==> src/sv/swse_pkg.sv <==
// ----------------------------------------------------------------------------
// swse_pkg
// Shared types and constants for the spotlight wedge scanline edge block.
// ----------------------------------------------------------------------------
`default_nettype none

package swse_pkg;

  localparam int LINES   = 192;
  localparam int PIXELS  = 256;

  localparam int LINE_W  = 8;
  localparam int EDGE_W  = 8;
  localparam int APEX_W  = 10;
  localparam int COT_W   = 16;
  localparam int SIGN_W  = 2;
  localparam int DY_W    = APEX_W + 1;
  localparam int PROD_W  = DY_W + COT_W;
  localparam int SUM_W   = PROD_W + 1;
  localparam int IDX_W   = 3;
  localparam int DATA_W  = 16;

  localparam logic [IDX_W-1:0] REG_APEX_X     = 3'd0;
  localparam logic [IDX_W-1:0] REG_APEX_Y     = 3'd1;
  localparam logic [IDX_W-1:0] REG_LEFT_COT   = 3'd2;
  localparam logic [IDX_W-1:0] REG_RIGHT_COT  = 3'd3;
  localparam logic [IDX_W-1:0] REG_LEFT_SIGN  = 3'd4;
  localparam logic [IDX_W-1:0] REG_RIGHT_SIGN = 3'd5;

  localparam logic [SIGN_W-1:0] SIGN_NEG  = 2'd0;
  localparam logic [SIGN_W-1:0] SIGN_ZERO = 2'd1;
  localparam logic [SIGN_W-1:0] SIGN_POS  = 2'd2;

  localparam logic signed [APEX_W-1:0] RST_APEX_X = 10'sd128;
  localparam logic signed [APEX_W-1:0] RST_APEX_Y = 10'sd96;
  localparam logic signed [COT_W-1:0]  RST_LEFT_COT  = 16'sd171;
  localparam logic signed [COT_W-1:0]  RST_RIGHT_COT = 16'sd383;

  localparam logic [EDGE_W-1:0] EDGE_MAX = EDGE_W'(PIXELS - 1);
  localparam logic [LINE_W-1:0] LINE_MAX = LINE_W'(LINES - 1);

  typedef struct packed {
    logic              valid;
    logic [LINE_W-1:0] line;
    logic              left_zero;
    logic              right_full;
  } ctl_t;

  // clamp a signed row position to 0..LINES-1
  function automatic logic [LINE_W-1:0] clamp_line(input logic signed [APEX_W-1:0] v);
    logic [LINE_W-1:0] r;
    if (v < 0) begin
      r = '0;
    end else if (v > APEX_W'(LINES - 1)) begin
      r = LINE_MAX;
    end else begin
      r = v[LINE_W-1:0];
    end
    return r;
  endfunction

endpackage

`default_nettype wire

==> src/sv/swse_edge.sv <==
// ----------------------------------------------------------------------------
// swse_edge
// One edge lane: registered dy * cot product, then apex add, truncation
// toward zero and clamp to the screen width.
// ----------------------------------------------------------------------------
`default_nettype none

module swse_edge (
  input  wire logic                                 clk,
  input  wire logic signed [swse_pkg::DY_W-1:0]     dy,
  input  wire logic signed [swse_pkg::COT_W-1:0]    cot,
  input  wire logic signed [swse_pkg::APEX_W-1:0]   apex_x,
  output logic             [swse_pkg::EDGE_W-1:0]   edge_px
);

  logic signed [swse_pkg::PROD_W-1:0] prod;
  logic        [swse_pkg::SUM_W-1:0]  sum;
  logic        [swse_pkg::SUM_W-10:0] whole;

  always_ff @(posedge clk) begin
    prod <= dy * cot;
  end

  assign sum = {{(swse_pkg::SUM_W-swse_pkg::APEX_W-8){apex_x[swse_pkg::APEX_W-1]}},
                apex_x, 8'b0} + {prod[swse_pkg::PROD_W-1], prod};
  assign whole = sum[swse_pkg::SUM_W-2:8];

  // negative sums truncate toward zero and clamp to zero
  always_comb begin
    if (sum[swse_pkg::SUM_W-1]) begin
      edge_px = '0;
    end else if (whole > (swse_pkg::SUM_W-9)'(swse_pkg::PIXELS - 1)) begin
      edge_px = swse_pkg::EDGE_MAX;
    end else begin
      edge_px = whole[swse_pkg::EDGE_W-1:0];
    end
  end

endmodule

`default_nettype wire

==> src/sv/spotlight_wedge_scanline_edges.sv <==
// ----------------------------------------------------------------------------
// spotlight_wedge_scanline_edges
// Per-scanline left and right window edges of a light wedge.
// ----------------------------------------------------------------------------
// A scanline is taken on every clock with start high (busy is never raised).
// Its edge pair appears on line_out, left_edge and right_edge for one cycle
// with done high; lines outside the wedge band give no done pulse. The path
// runs through the input register, the registered cotangent multiply and
// the result register. The receiver cannot stall, so results must be
// captured on the done cycle. Registers are written through cfg_valid/
// cfg_ready, which is always ready; the user must write them only while no
// line is in flight, which the block itself does not enforce.
// ----------------------------------------------------------------------------
`default_nettype none

module spotlight_wedge_scanline_edges (
  input  wire logic                              clk,
  input  wire logic                              rst,
  input  wire logic                              start,
  output logic                                   busy,
  input  wire logic [swse_pkg::LINE_W-1:0]       line_index,
  input  wire logic                              cfg_valid,
  output logic                                   cfg_ready,
  input  wire logic [swse_pkg::IDX_W-1:0]        cfg_index,
  input  wire logic [swse_pkg::DATA_W-1:0]       cfg_data,
  output logic                                   done,
  output logic [swse_pkg::LINE_W-1:0]            line_out,
  output logic [swse_pkg::EDGE_W-1:0]            left_edge,
  output logic [swse_pkg::EDGE_W-1:0]            right_edge
);

  logic signed [swse_pkg::APEX_W-1:0] apex_x;
  logic signed [swse_pkg::APEX_W-1:0] apex_y;
  logic signed [swse_pkg::COT_W-1:0]  left_cot;
  logic signed [swse_pkg::COT_W-1:0]  right_cot;
  logic        [swse_pkg::SIGN_W-1:0] left_sign;
  logic        [swse_pkg::SIGN_W-1:0] right_sign;

  logic                               in_valid;
  logic        [swse_pkg::LINE_W-1:0] in_line;

  swse_pkg::ctl_t                     ctl_next;
  swse_pkg::ctl_t                     ctl;

  logic lpos, lneg, rpos, rneg;
  logic [swse_pkg::LINE_W-1:0]        band_top;
  logic [swse_pkg::LINE_W-1:0]        band_bot;
  logic signed [swse_pkg::DY_W-1:0]   dy;
  logic                               dy_pos;
  logic signed [swse_pkg::COT_W-1:0]  lsel_cot;
  logic signed [swse_pkg::COT_W-1:0]  rsel_cot;
  logic [swse_pkg::EDGE_W-1:0]        left_px;
  logic [swse_pkg::EDGE_W-1:0]        right_px;

  assign busy      = 1'b0;
  assign cfg_ready = 1'b1;

  // configuration registers
  always_ff @(posedge clk) begin
    if (rst) begin
      apex_x     <= swse_pkg::RST_APEX_X;
      apex_y     <= swse_pkg::RST_APEX_Y;
      left_cot   <= swse_pkg::RST_LEFT_COT;
      right_cot  <= swse_pkg::RST_RIGHT_COT;
      left_sign  <= swse_pkg::SIGN_POS;
      right_sign <= swse_pkg::SIGN_POS;
    end else if (cfg_valid && cfg_ready) begin
      case (cfg_index)
        swse_pkg::REG_APEX_X:     apex_x     <= cfg_data[swse_pkg::APEX_W-1:0];
        swse_pkg::REG_APEX_Y:     apex_y     <= cfg_data[swse_pkg::APEX_W-1:0];
        swse_pkg::REG_LEFT_COT:   left_cot   <= cfg_data;
        swse_pkg::REG_RIGHT_COT:  right_cot  <= cfg_data;
        swse_pkg::REG_LEFT_SIGN:  left_sign  <= cfg_data[swse_pkg::SIGN_W-1:0];
        swse_pkg::REG_RIGHT_SIGN: right_sign <= cfg_data[swse_pkg::SIGN_W-1:0];
        default: begin
        end
      endcase
    end
  end

  // input register
  always_ff @(posedge clk) begin
    if (rst) begin
      in_valid <= 1'b0;
    end else begin
      in_valid <= start && !busy;
    end
  end

  always_ff @(posedge clk) begin
    in_line <= line_index;
  end

  // band and quadrant decode
  assign lpos = left_sign[1];
  assign rpos = right_sign[1];
  assign lneg = (left_sign == swse_pkg::SIGN_NEG);
  assign rneg = (right_sign == swse_pkg::SIGN_NEG);

  always_comb begin
    band_top = '0;
    band_bot = swse_pkg::LINE_MAX;
    if (!lneg && !rneg) begin
      band_bot = swse_pkg::clamp_line(apex_y);
    end else if (!lpos && !rpos) begin
      band_top = swse_pkg::clamp_line(apex_y);
    end
  end

  assign dy     = {apex_y[swse_pkg::APEX_W-1], apex_y} -
                  {{(swse_pkg::DY_W-swse_pkg::LINE_W){1'b0}}, in_line};
  assign dy_pos = !dy[swse_pkg::DY_W-1] && (dy != '0);

  always_comb begin
    ctl_next.valid      = in_valid && (in_line >= band_top) && (in_line < band_bot);
    ctl_next.line       = in_line;
    ctl_next.left_zero  = 1'b0;
    ctl_next.right_full = 1'b0;
    if (lpos && rpos) begin
      lsel_cot = left_cot;
      rsel_cot = right_cot;
    end else if (lneg && rneg) begin
      lsel_cot = right_cot;
      rsel_cot = left_cot;
    end else if (lpos && rneg) begin
      lsel_cot = dy_pos ? left_cot : right_cot;
      rsel_cot = right_cot;
      ctl_next.right_full = 1'b1;
    end else begin
      lsel_cot = left_cot;
      rsel_cot = dy_pos ? right_cot : left_cot;
      ctl_next.left_zero = 1'b1;
    end
  end

  always_ff @(posedge clk) begin
    if (rst) begin
      ctl.valid <= 1'b0;
    end else begin
      ctl <= ctl_next;
    end
  end

  swse_edge u_left (
    .clk     (clk),
    .dy      (dy),
    .cot     (lsel_cot),
    .apex_x  (apex_x),
    .edge_px (left_px)
  );

  swse_edge u_right (
    .clk     (clk),
    .dy      (dy),
    .cot     (rsel_cot),
    .apex_x  (apex_x),
    .edge_px (right_px)
  );

  // result register
  always_ff @(posedge clk) begin
    if (rst) begin
      done <= 1'b0;
    end else begin
      done <= ctl.valid;
    end
  end

  always_ff @(posedge clk) begin
    line_out   <= ctl.line;
    left_edge  <= ctl.left_zero ? '0 : left_px;
    right_edge <= ctl.right_full ? swse_pkg::EDGE_MAX : right_px;
  end

endmodule

`default_nettype wire

==> config.mk <==
export PLATFORM = sky130hd
export DESIGN_NAME = spotlight_wedge_scanline_edges
export DESIGN_NICKNAME = d
export VERILOG_FILES = /design/src/sv/swse_pkg.sv /design/src/sv/swse_edge.sv /design/src/sv/spotlight_wedge_scanline_edges.sv
export SDC_FILE = /design/constraint.sdc
export NUM_CORES = 1
export LEC_CHECK = 0
export BUFFER_PORTS_ARGS = -buffer_cell sky130_fd_sc_hd__buf_2
export CORE_ASPECT_RATIO = 0.75
export CORE_MARGIN = 5
export CORE_UTILIZATION = 25
export DETAILED_ROUTE_END_ITERATION = 7
export PLACE_DENSITY = 0.46
export SLEW_MARGIN = 5
export SYNTH_ARGS = -nofsm -noshare
export SYNTH_HDL_FRONTEND = slang
export SYNTH_SLANG_ARGS = --single-unit
==> constraint.sdc <==
create_clock -name clk -period 13.7 [get_ports clk]
set_input_delay 1.37 -clock clk [delete_from_list [all_inputs] [get_ports clk]]
set_output_delay 1.37 -clock clk [all_outputs]
set_load 0.02 [all_outputs]
==> results of run 1 <==
## area by class of cell
type	instances	area [um2]	area share
multi-input cells	1578	14700	0.687
inverters	411	1540	0.0721
clock inverters	15	171	0.00800
repair buffers	69	380	0.0178
clock buffers	17	425	0.0199
flip-flops and latches	139	2880	0.135
well taps	1035	1290	0.0605
## flip-flops by register name, summed over array words and instances (netlist names), 2 cells and up
name	count
left_edge	8
left_sign	2
right_sign	2
in_line	8
ctl	11
left_cot	16
right_edge	8
line_out	8
apex_y	10
u_left.prod	19
u_right.prod	19
right_cot	16
apex_x	10
## layer usage
layer	GRT usage	vias up	part of all wire
met1	0.204	7308	0.49
met5	0	-	0.00048
li1	-	6891	-
met3	0.0371	60	0.074
met4	0.0411	4	0.027
met2	0.203	368	0.41
## worst paths after layout
path	startpoint	endpoint	slack [ps]
worst max-delay path	apex_y[0]	u_left.prod[25]	3320
worst min-delay path	ctl[6]	line_out[4]	340
worst max register to register	apex_y[0]	u_left.prod[25]	3320
worst min register to register	ctl[6]	line_out[4]	340
## synthesized netlist by cell type (34+ instances only)
cell type  count
clkbuf_1      48
o21ai_0       34
fa_1         323
a21oi_1       89
dfxtp_1      129
xnor2_1       54
nor2b_1       38
nand2_1      316
ha_1         171
nor2_1       175
inv_1        408
and2_1        54
## power groups by stage
stage / Combinational [mW] / Sequential (mW) / Clock (mW)
final: 3.56 / 0.598 / 0.497
after global routing: 4.14 / 0.607 / 0.524
after CTS: 3.59 / 0.600 / 0.511
after detailed placement: 3.56 / 0.609 / 0
after global placement: 3.54 / 0.608 / 0
after floorplan: 2.65 / 0.611 / 0
## logic make-up after synthesis
kind of cell | synth area share
other | 0.000386
buffers and inverters | 0.0968
xor gates and xnor gates | 0.0314
and+or+nand+nor | 0.159
DFF | 0.148
muxes | 0.0336
AOI/OAI and AO/OA | 0.0876
adders and majority gates | 0.443
## metrics by stage
stage | power [mW] | utilization | setup slack [ps] | hold slack [ps]
6_report | 4.66 | 0.278 | 3320 | 344
5_1_grt | 5.28 | 0.278 | 2940 | 354
4_1_cts | 4.70 | 0.278 | 3660 | 344
3_5_place_dp | 4.17 | 0.270 | 3730 | 328
3_3_place_gp | 4.15 | 0.270 | 3930 | 324
2_1_floorplan | 3.26 | - | 5630 | 323
==> results.py, run 1 <==
metrics = {
    "outcome": {
        "status": "complete, no violations",
    },
    "power": {
        "seqPwrFrac": 0.128,
        "comb_power_share": 0.765,
        "p_sw_mw": 2.33,
        "p_int_mw": 2.33,
        "power_leakage_nw": 10.3,
        "switching_share": 0.500,
        "peakVddDrop_mv": 0.289,
        "clkPwrFrac": 0.107,
        "powerDensity_nw_per_um2": 217,
    },
    "global_routing": {
        "grt_usage": 0.140,
        "grt_max_degree": 43,
        "antenna_found_initial": 1,
        "grt_pass1_wl_mm": 91.1,
        "grt_pass1_vias": 15403,
        "gr-total-overflow": 0,
    },
    "placed_design": {
        "dp_hpwl_mm": 46.1,
        "dp.cells": 3232,
        "port_buffers": 55,
        "place_area_um2": 20800,
        "gp_congestion": 0.868,
    },
    "cts": {
        "numCtsBuffers": 17,
        "ctsResizeCount": 0,
        "clk_path_buf_depth": 2,
        "root_buffer": "clkbuf_16",
        "cts_setup_buffers": 0,
        "cts_num_sinks": 139,
        "cts_tree": "built",
        "insertion_delay_ps": 470,
        "path_clk_slew_ps": 70,
        "postCtsHoldBufs": 0,
        "htreeDepth": 4,
    },
    "sta": {
        "period_share": 0.758,
        "worst_slew_pin_slew_ps": 1240,
        "fmax_mhz": 96.3,
        "hold_viol": 0,
        "period_minus_slack_ps": 10380,
        "slew_viol_final": 0,
        "rsz0062_at_grt": "no",
        "skew_ps": 12.6,
        "relSlewSlack": 0.158,
        "setup-violations-final": 0,
        "fin_tns_setup_ps": 0,
    },
    "cells_and_area": {
        "syn_to_final_growth_pct": 10.2,
        "nNetsFinal": 2741,
        "layout_commonest_cell": "inv_1",
        "fin_cells": 3264,
        "fill_cells": 8195,
        "layout_common_cells": "408 x inv_1, 323 x fa_1, 316 x nand2_1",
        "fin_area_um2": 21400,
        "antenna_cells": 0,
        "drive_gt1_frac": 0.0682,
    },
    "logic_synthesis": {
        "syn-instance-count": 2200,
        "seq_area_frac_synth": 0.148,
        "yosys_register_bits": 139,
        "synth_cell_types": 80,
        "synth-edff-count": 10,
        "synth_nets": 2725,
        "ys.flop_type": "dfxtp_1",
        "synth.area.top_cells": "fa_1 33%, dfxtp_1 13%, ha_1 11%",
        "async_flop_share": 0,
        "yosys.area.top_type_share": 0.333,
        "synth_area_um2": 19400,
        "ys_warn_count": 0,
        "avgSynthCellArea_um2": 8.83,
        "synth_largest_area_cell": "fa_1",
    },
    "hold_path": {
        "whs_path_depth": 0,
        "hp-class": "reg2reg",
    },
    "setup_path": {
        "crit_path_start_kind": "register",
        "worstPathArrival_ps": 10650,
        "cp-end-kind": "register",
        "ff2ff_path_depth": 31,
        "slowest_stage": "o311ai_1",
        "cp.depth": 31,
        "worstPathRequired_ps": 13970,
        "crit_buf_inv": 6,
        "crit_top_cell": "fa_1",
        "critical_path.top_delay_family": "compound AO/OA/AOI/OAI gates",
        "slowest_delay_ps": 1040,
        "path_class": "reg2reg",
        "worstPathMaxFanout": 29,
    },
    "job": {
        "drv_cap": 0,
    },
    "floorplan": {
        "die_w_um": 332,
        "fp.dieH_um": 251,
        "num_rows": 88,
        "coreArea_um2": 77000,
        "die_area_um2": 83500,
        "ios": 58,
        "initial_utilization": 0.253,
    },
    "drt": {
        "drc": 0,
        "num_vias": 14631,
        "firstDrtPassIters": 5,
        "wirelength_mm": 56.7,
        "drtAntennaViolNets": 0,
        "drtIter0Drc": 953,
        "wl_per_cell_um": 17.4,
        "viasPerCell": 4.48,
    },
}
(Power assumes the default switching activity.)
==> inputs of run 2 (changes only) <==
==> constraint.sdc (replaced) <==
create_clock -name clk -period 10.7 [get_ports clk]
set_input_delay 1.07 -clock clk [delete_from_list [all_inputs] [get_ports clk]]
set_output_delay 1.07 -clock clk [all_outputs]
set_load 0.02 [all_outputs]
==> results.py, run 2 (synthesis results as in run 1) <==
metrics = {
    "global_routing": {
        "grt_usage": 0.139,
        "grt_pass1_vias": 15403,
        "grt_max_degree": 43,
        "antenna_found_initial": 2,
        "grt_pass1_wl_mm": 90.2,
        "gr-total-overflow": 0,
    },
    "placed_design": {
        "place_ws_ps": 1230,
        "dp_hpwl_mm": 45.4,
        "place_area_um2": 20900,
        "gp_congestion": 0.855,
        "port_buffers": 55,
    },
    "floorplan": {
        "initial_utilization": 0.253,
        "fp.dieH_um": 251,
        "coreArea_um2": 77000,
        "die_w_um": 332,
        "num_rows": 88,
        "ios": 58,
        "die_area_um2": 83500,
    },
    "setup_path": {
        "worstPathRequired_ps": 11110,
        "slowest_stage": "mux2_1",
        "cp-end-kind": "register",
        "worstPathArrival_ps": 9930,
        "slowest_delay_ps": 600,
        "worstPathMaxFanout": 22,
        "path_class": "reg2reg",
        "crit_path_start_kind": "register",
    },
    "cells_and_area": {
        "fill_cells": 8180,
        "reg.largest.list": "u_left.prod (19), u_right.prod (19)",
        "layout_commonest_cell": "inv_1",
        "layout_common_cells": "408 x inv_1, 323 x fa_1, 316 x nand2_1",
        "drive_gt1_frac": 0.0723,
        "antenna_cells": 0,
        "fin_area_um2": 21500,
        "nNetsFinal": 2752,
        "seq_area_um2": 2880,
        "multiInputGateArea_um2": 14700,
        "syn_to_final_growth_pct": 10.6,
    },
    "job": {
        "drv_cap": 0,
    },
    "power": {
        "p_int_mw": 2.95,
        "clkPwrFrac": 0.104,
        "powerDensity_nw_per_um2": 273,
        "seqPwrFrac": 0.131,
        "power_leakage_nw": 10.3,
        "switching_share": 0.497,
        "power_mw": 5.87,
        "peakVddDrop_mv": 0.366,
        "p_sw_mw": 2.92,
        "comb_power_share": 0.766,
    },
    "sta": {
        "slew_viol_final": 0,
        "relSlewSlack": 0.202,
        "period_share": 0.890,
        "period_minus_slack_ps": 9520,
        "hold_viol": 0,
        "fin_tns_setup_ps": 0,
        "worst_slew_pin_slew_ps": 1190,
        "fin_ws_ps": 1180,
        "skew_ps": 12.4,
        "rsz0062_at_grt": "no",
        "whs_ps": 342,
        "setup-violations-final": 0,
        "fmax_mhz": 105,
    },
    "hold_path": {
        "hp-class": "reg2reg",
    },
    "drt": {
        "viasPerCell": 4.44,
        "num_vias": 14535,
        "drtIter0Drc": 861,
        "wl_per_cell_um": 17.1,
        "drc": 0,
        "drtAntennaViolNets": 0,
        "wirelength_mm": 55.9,
        "firstDrtPassIters": 5,
    },
    "cts": {
        "cts_tree": "built",
        "cts_setup_buffers": 0,
        "path_clk_slew_ps": 70,
        "clk_path_buf_depth": 2,
        "numCtsBuffers": 17,
        "insertion_delay_ps": 490,
        "ctsResizeCount": 0,
        "htreeDepth": 4,
        "postCtsHoldBufs": 0,
        "cts_num_sinks": 139,
        "root_buffer": "clkbuf_16",
    },
    "outcome": {
        "status": "complete, no violations",
    },
}
[run 2: worst max-delay path: cells and delay by family (launching register included)]
family	cells	cell delay (ps)
buffers and inverters	8	1080
DFF	1	310
xor gates and xnor gates	2	350
muxes	1	600
AOI/OAI and AO/OA	11	2940
adders and majority gates	8	3430
and+or+nand+nor	3	730
[run 2: stage by stage]
stage | instances | utilization
CTS | 3275 | 0.279
finish | 3275 | 0.279
floorplan | 2200 | -
global placement | 3243 | 0.272
detailed placement | 3243 | 0.272
global route | 3275 | 0.279
[run 2: cell type report]
cell class,instances,share of cell area
multi-input combinational,1578,0.685
sequential,139,0.134
inverter,411,0.0718
tap,1035,0.0603
timing repair buffer,80,0.0215
clock buffer,17,0.0198
clock inverter,15,0.00728
[run 2: final timing paths]
kind	depth (start not counted)	slack, ps	end	start
min	0	340	line_out[3]	ctl[5]
min reg2reg	0	340	line_out[3]	ctl[5]
max	33	1180	u_right.prod[26]	apex_y[0]
max reg2reg	33	1180	u_right.prod[26]	apex_y[0]
[run 2: power by group through the flow]
| stage | logic (mW) | clock network (mW) | registers, mW |
|---|---|---|---|
| 3_5_place_dp | 4.49 | 0 | 0.784 |
| 3_3_place_gp | 4.45 | 0 | 0.785 |
| 5_1_grt | 5.28 | 0.651 | 0.783 |
| 6_report | 4.49 | 0.609 | 0.768 |
| 4_1_cts | 4.53 | 0.630 | 0.773 |
| 2_1_floorplan | 3.39 | 0 | 0.782 |
[run 2: layer usage]
metal,vias up,track usage,part of all wire
li1,6922,-,-
met1,7203,0.197,0.48
met2,351,0.209,0.42
met3,57,0.0429,0.078
met4,2,0.0342,0.020
met5,-,0,0.00023
==> inputs of run 3 (changes only) <==
--- a/config.mk
+++ b/config.mk
@@ -8,9 +8,9 @@
 export BUFFER_PORTS_ARGS = -buffer_cell sky130_fd_sc_hd__buf_2
 export CORE_ASPECT_RATIO = 0.75
 export CORE_MARGIN = 5
-export CORE_UTILIZATION = 25
+export CORE_UTILIZATION = 50
 export DETAILED_ROUTE_END_ITERATION = 7
-export PLACE_DENSITY = 0.46
+export PLACE_DENSITY = 0.73
 export SLEW_MARGIN = 5
 export SYNTH_ARGS = -nofsm -noshare
 export SYNTH_HDL_FRONTEND = slang
==> results.py, run 3 (synthesis results as in run 1) <==
metrics = {
    "outcome": {
        "status": "finished, violations left",
        "violations": "DRC",
    },
    "sta": {
        "period_share": 0.910,
        "slew_viol_final": 0,
        "fin_tns_setup_ps": 0,
        "period_minus_slack_ps": 9740,
        "rsz0062_at_grt": "no",
        "relSlewSlack": 0.0960,
        "skew_ps": 16.1,
        "setup-violations-final": 0,
        "worst_slew_pin_slew_ps": 1350,
        "hold_viol": 0,
        "fmax_mhz": 103,
    },
    "hold_path": {
        "hp-class": "reg2reg",
    },
    "setup_path": {
        "cp-end-kind": "register",
        "slowest_delay_ps": 700,
        "worstPathRequired_ps": 11060,
        "worstPathMaxFanout": 13,
        "path_class": "reg2reg",
        "worstPathArrival_ps": 10100,
        "slowest_stage": "mux2i_1",
        "crit_path_start_kind": "register",
    },
    "global_routing": {
        "grt_max_degree": 43,
        "groute.layer.met3.usage": 0.0569,
        "gr-total-overflow": 0,
        "grt_use_met2": 0.365,
        "grtUsageMet1": 0.335,
        "grt_pass1_wl_mm": 81.6,
        "grt.busiest_layer": "met2",
        "grt_usage": 0.236,
        "antenna_found_initial": 2,
        "grt_pass1_vias": 15381,
    },
    "cells_and_area": {
        "syn_to_final_growth_pct": 6.61,
        "drive_gt1_frac": 0.0672,
        "antenna_cells": 0,
        "nNetsFinal": 2743,
        "layout_commonest_cell": "inv_1",
        "fill_cells": 3445,
        "layout_common_cells": "408 x inv_1, 323 x fa_1, 316 x nand2_1",
        "fin_area_um2": 20700,
        "reg.largest.list": "u_left.prod (19), u_right.prod (19)",
    },
    "floorplan": {
        "ios": 58,
        "coreArea_um2": 38300,
        "num_rows": 62,
        "initial_utilization": 0.507,
        "die_area_um2": 43000,
        "fp.dieH_um": 181,
        "die_w_um": 238,
    },
    "job": {
        "drv_cap": 0,
    },
    "power": {
        "powerDensity_nw_per_um2": 277,
        "peakVddDrop_mv": 0.419,
        "power_leakage_nw": 10.2,
    },
    "placed_design": {
        "place_area_um2": 20200,
        "port_buffers": 55,
        "dp_hpwl_mm": 40.5,
        "gp_congestion": 0.943,
    },
    "drt": {
        "num_vias": 14887,
        "drc": 2,
        "firstDrtPassIters": 7,
        "drtIter0Drc": 1169,
        "viasPerCell": 5.43,
        "drtAntennaViolNets": 0,
        "wl_per_cell_um": 17.9,
        "wirelength_mm": 49.2,
    },
    "cts": {
        "cts_num_sinks": 139,
        "clk_path_buf_depth": 2,
        "cts_tree": "built",
        "insertion_delay_ps": 440,
        "cts_setup_buffers": 0,
        "numCtsBuffers": 17,
        "root_buffer": "clkbuf_16",
        "postCtsHoldBufs": 0,
        "ctsResizeCount": 0,
        "path_clk_slew_ps": 70,
        "htreeDepth": 4,
    },
}
==> run 3: layout make-up <==
type,instances,area [um2],share of cell area
clock inverters,15,129,0.00622
multi-input cells,1578,14700,0.710
clock buffers,17,425,0.0205
repair buffers,71,395,0.0191
inverters,411,1540,0.0745
flip-flops and latches,139,2880,0.139
well taps,512,641,0.0309
==> run 3: through the flow <==
| step | utilization | setup slack (ps) | hold WS [ps] | total power, mW | cells |
|---|---|---|---|---|---|
| finish | 0.541 | 963 | 348 | 5.74 | 2743 |
| global route | 0.541 | 358 | 362 | 6.50 | 2743 |
| CTS | 0.541 | 1060 | 348 | 5.76 | 2743 |
| detailed placement | 0.526 | 1130 | 331 | 5.16 | 2711 |
| global placement | 0.526 | 1400 | 325 | 5.01 | 2711 |
| floorplan | - | 2630 | 323 | 4.17 | 2200 |
==> run 3: final timing paths <==
| kind | from | endpoint | slack (ps) | cells past startpoint |
|---|---|---|---|---|
| max | apex_y[0] | u_right.prod[26] | 960 | 32 |
| min | ctl[4] | line_out[2] | 350 | 0 |
| max reg2reg | apex_y[0] | u_right.prod[26] | 960 | 32 |
| min reg2reg | ctl[4] | line_out[2] | 350 | 0 |
==> run 3: worst max-delay path, delay by kind of cell, from the launching register on <==
kind	cells	cell delay (ps)
AO/OA/AOI/OAI	13	3970
adder cells (fa/ha/maj)	8	3380
multiplexers	1	700
buffers and inverters	7	670
AND/OR/NAND/NOR	2	470
flip-flops	1	310
XOR/XNOR	1	160
==> run 3: where the power goes <==
part,internal [mW],switching (mW)
Clock,0.305,0.272
Combinational,1.91,2.49
Sequential,0.708,0.0542
Total,2.93,2.81
==> run 3: routing by layer <==
layer  vias to the layer above  wire [um]
met2                       554      21600
li1                       6898          -
met4                         0       1410
met5                         -          0
met1                      7350      21800
met3                        85       4360
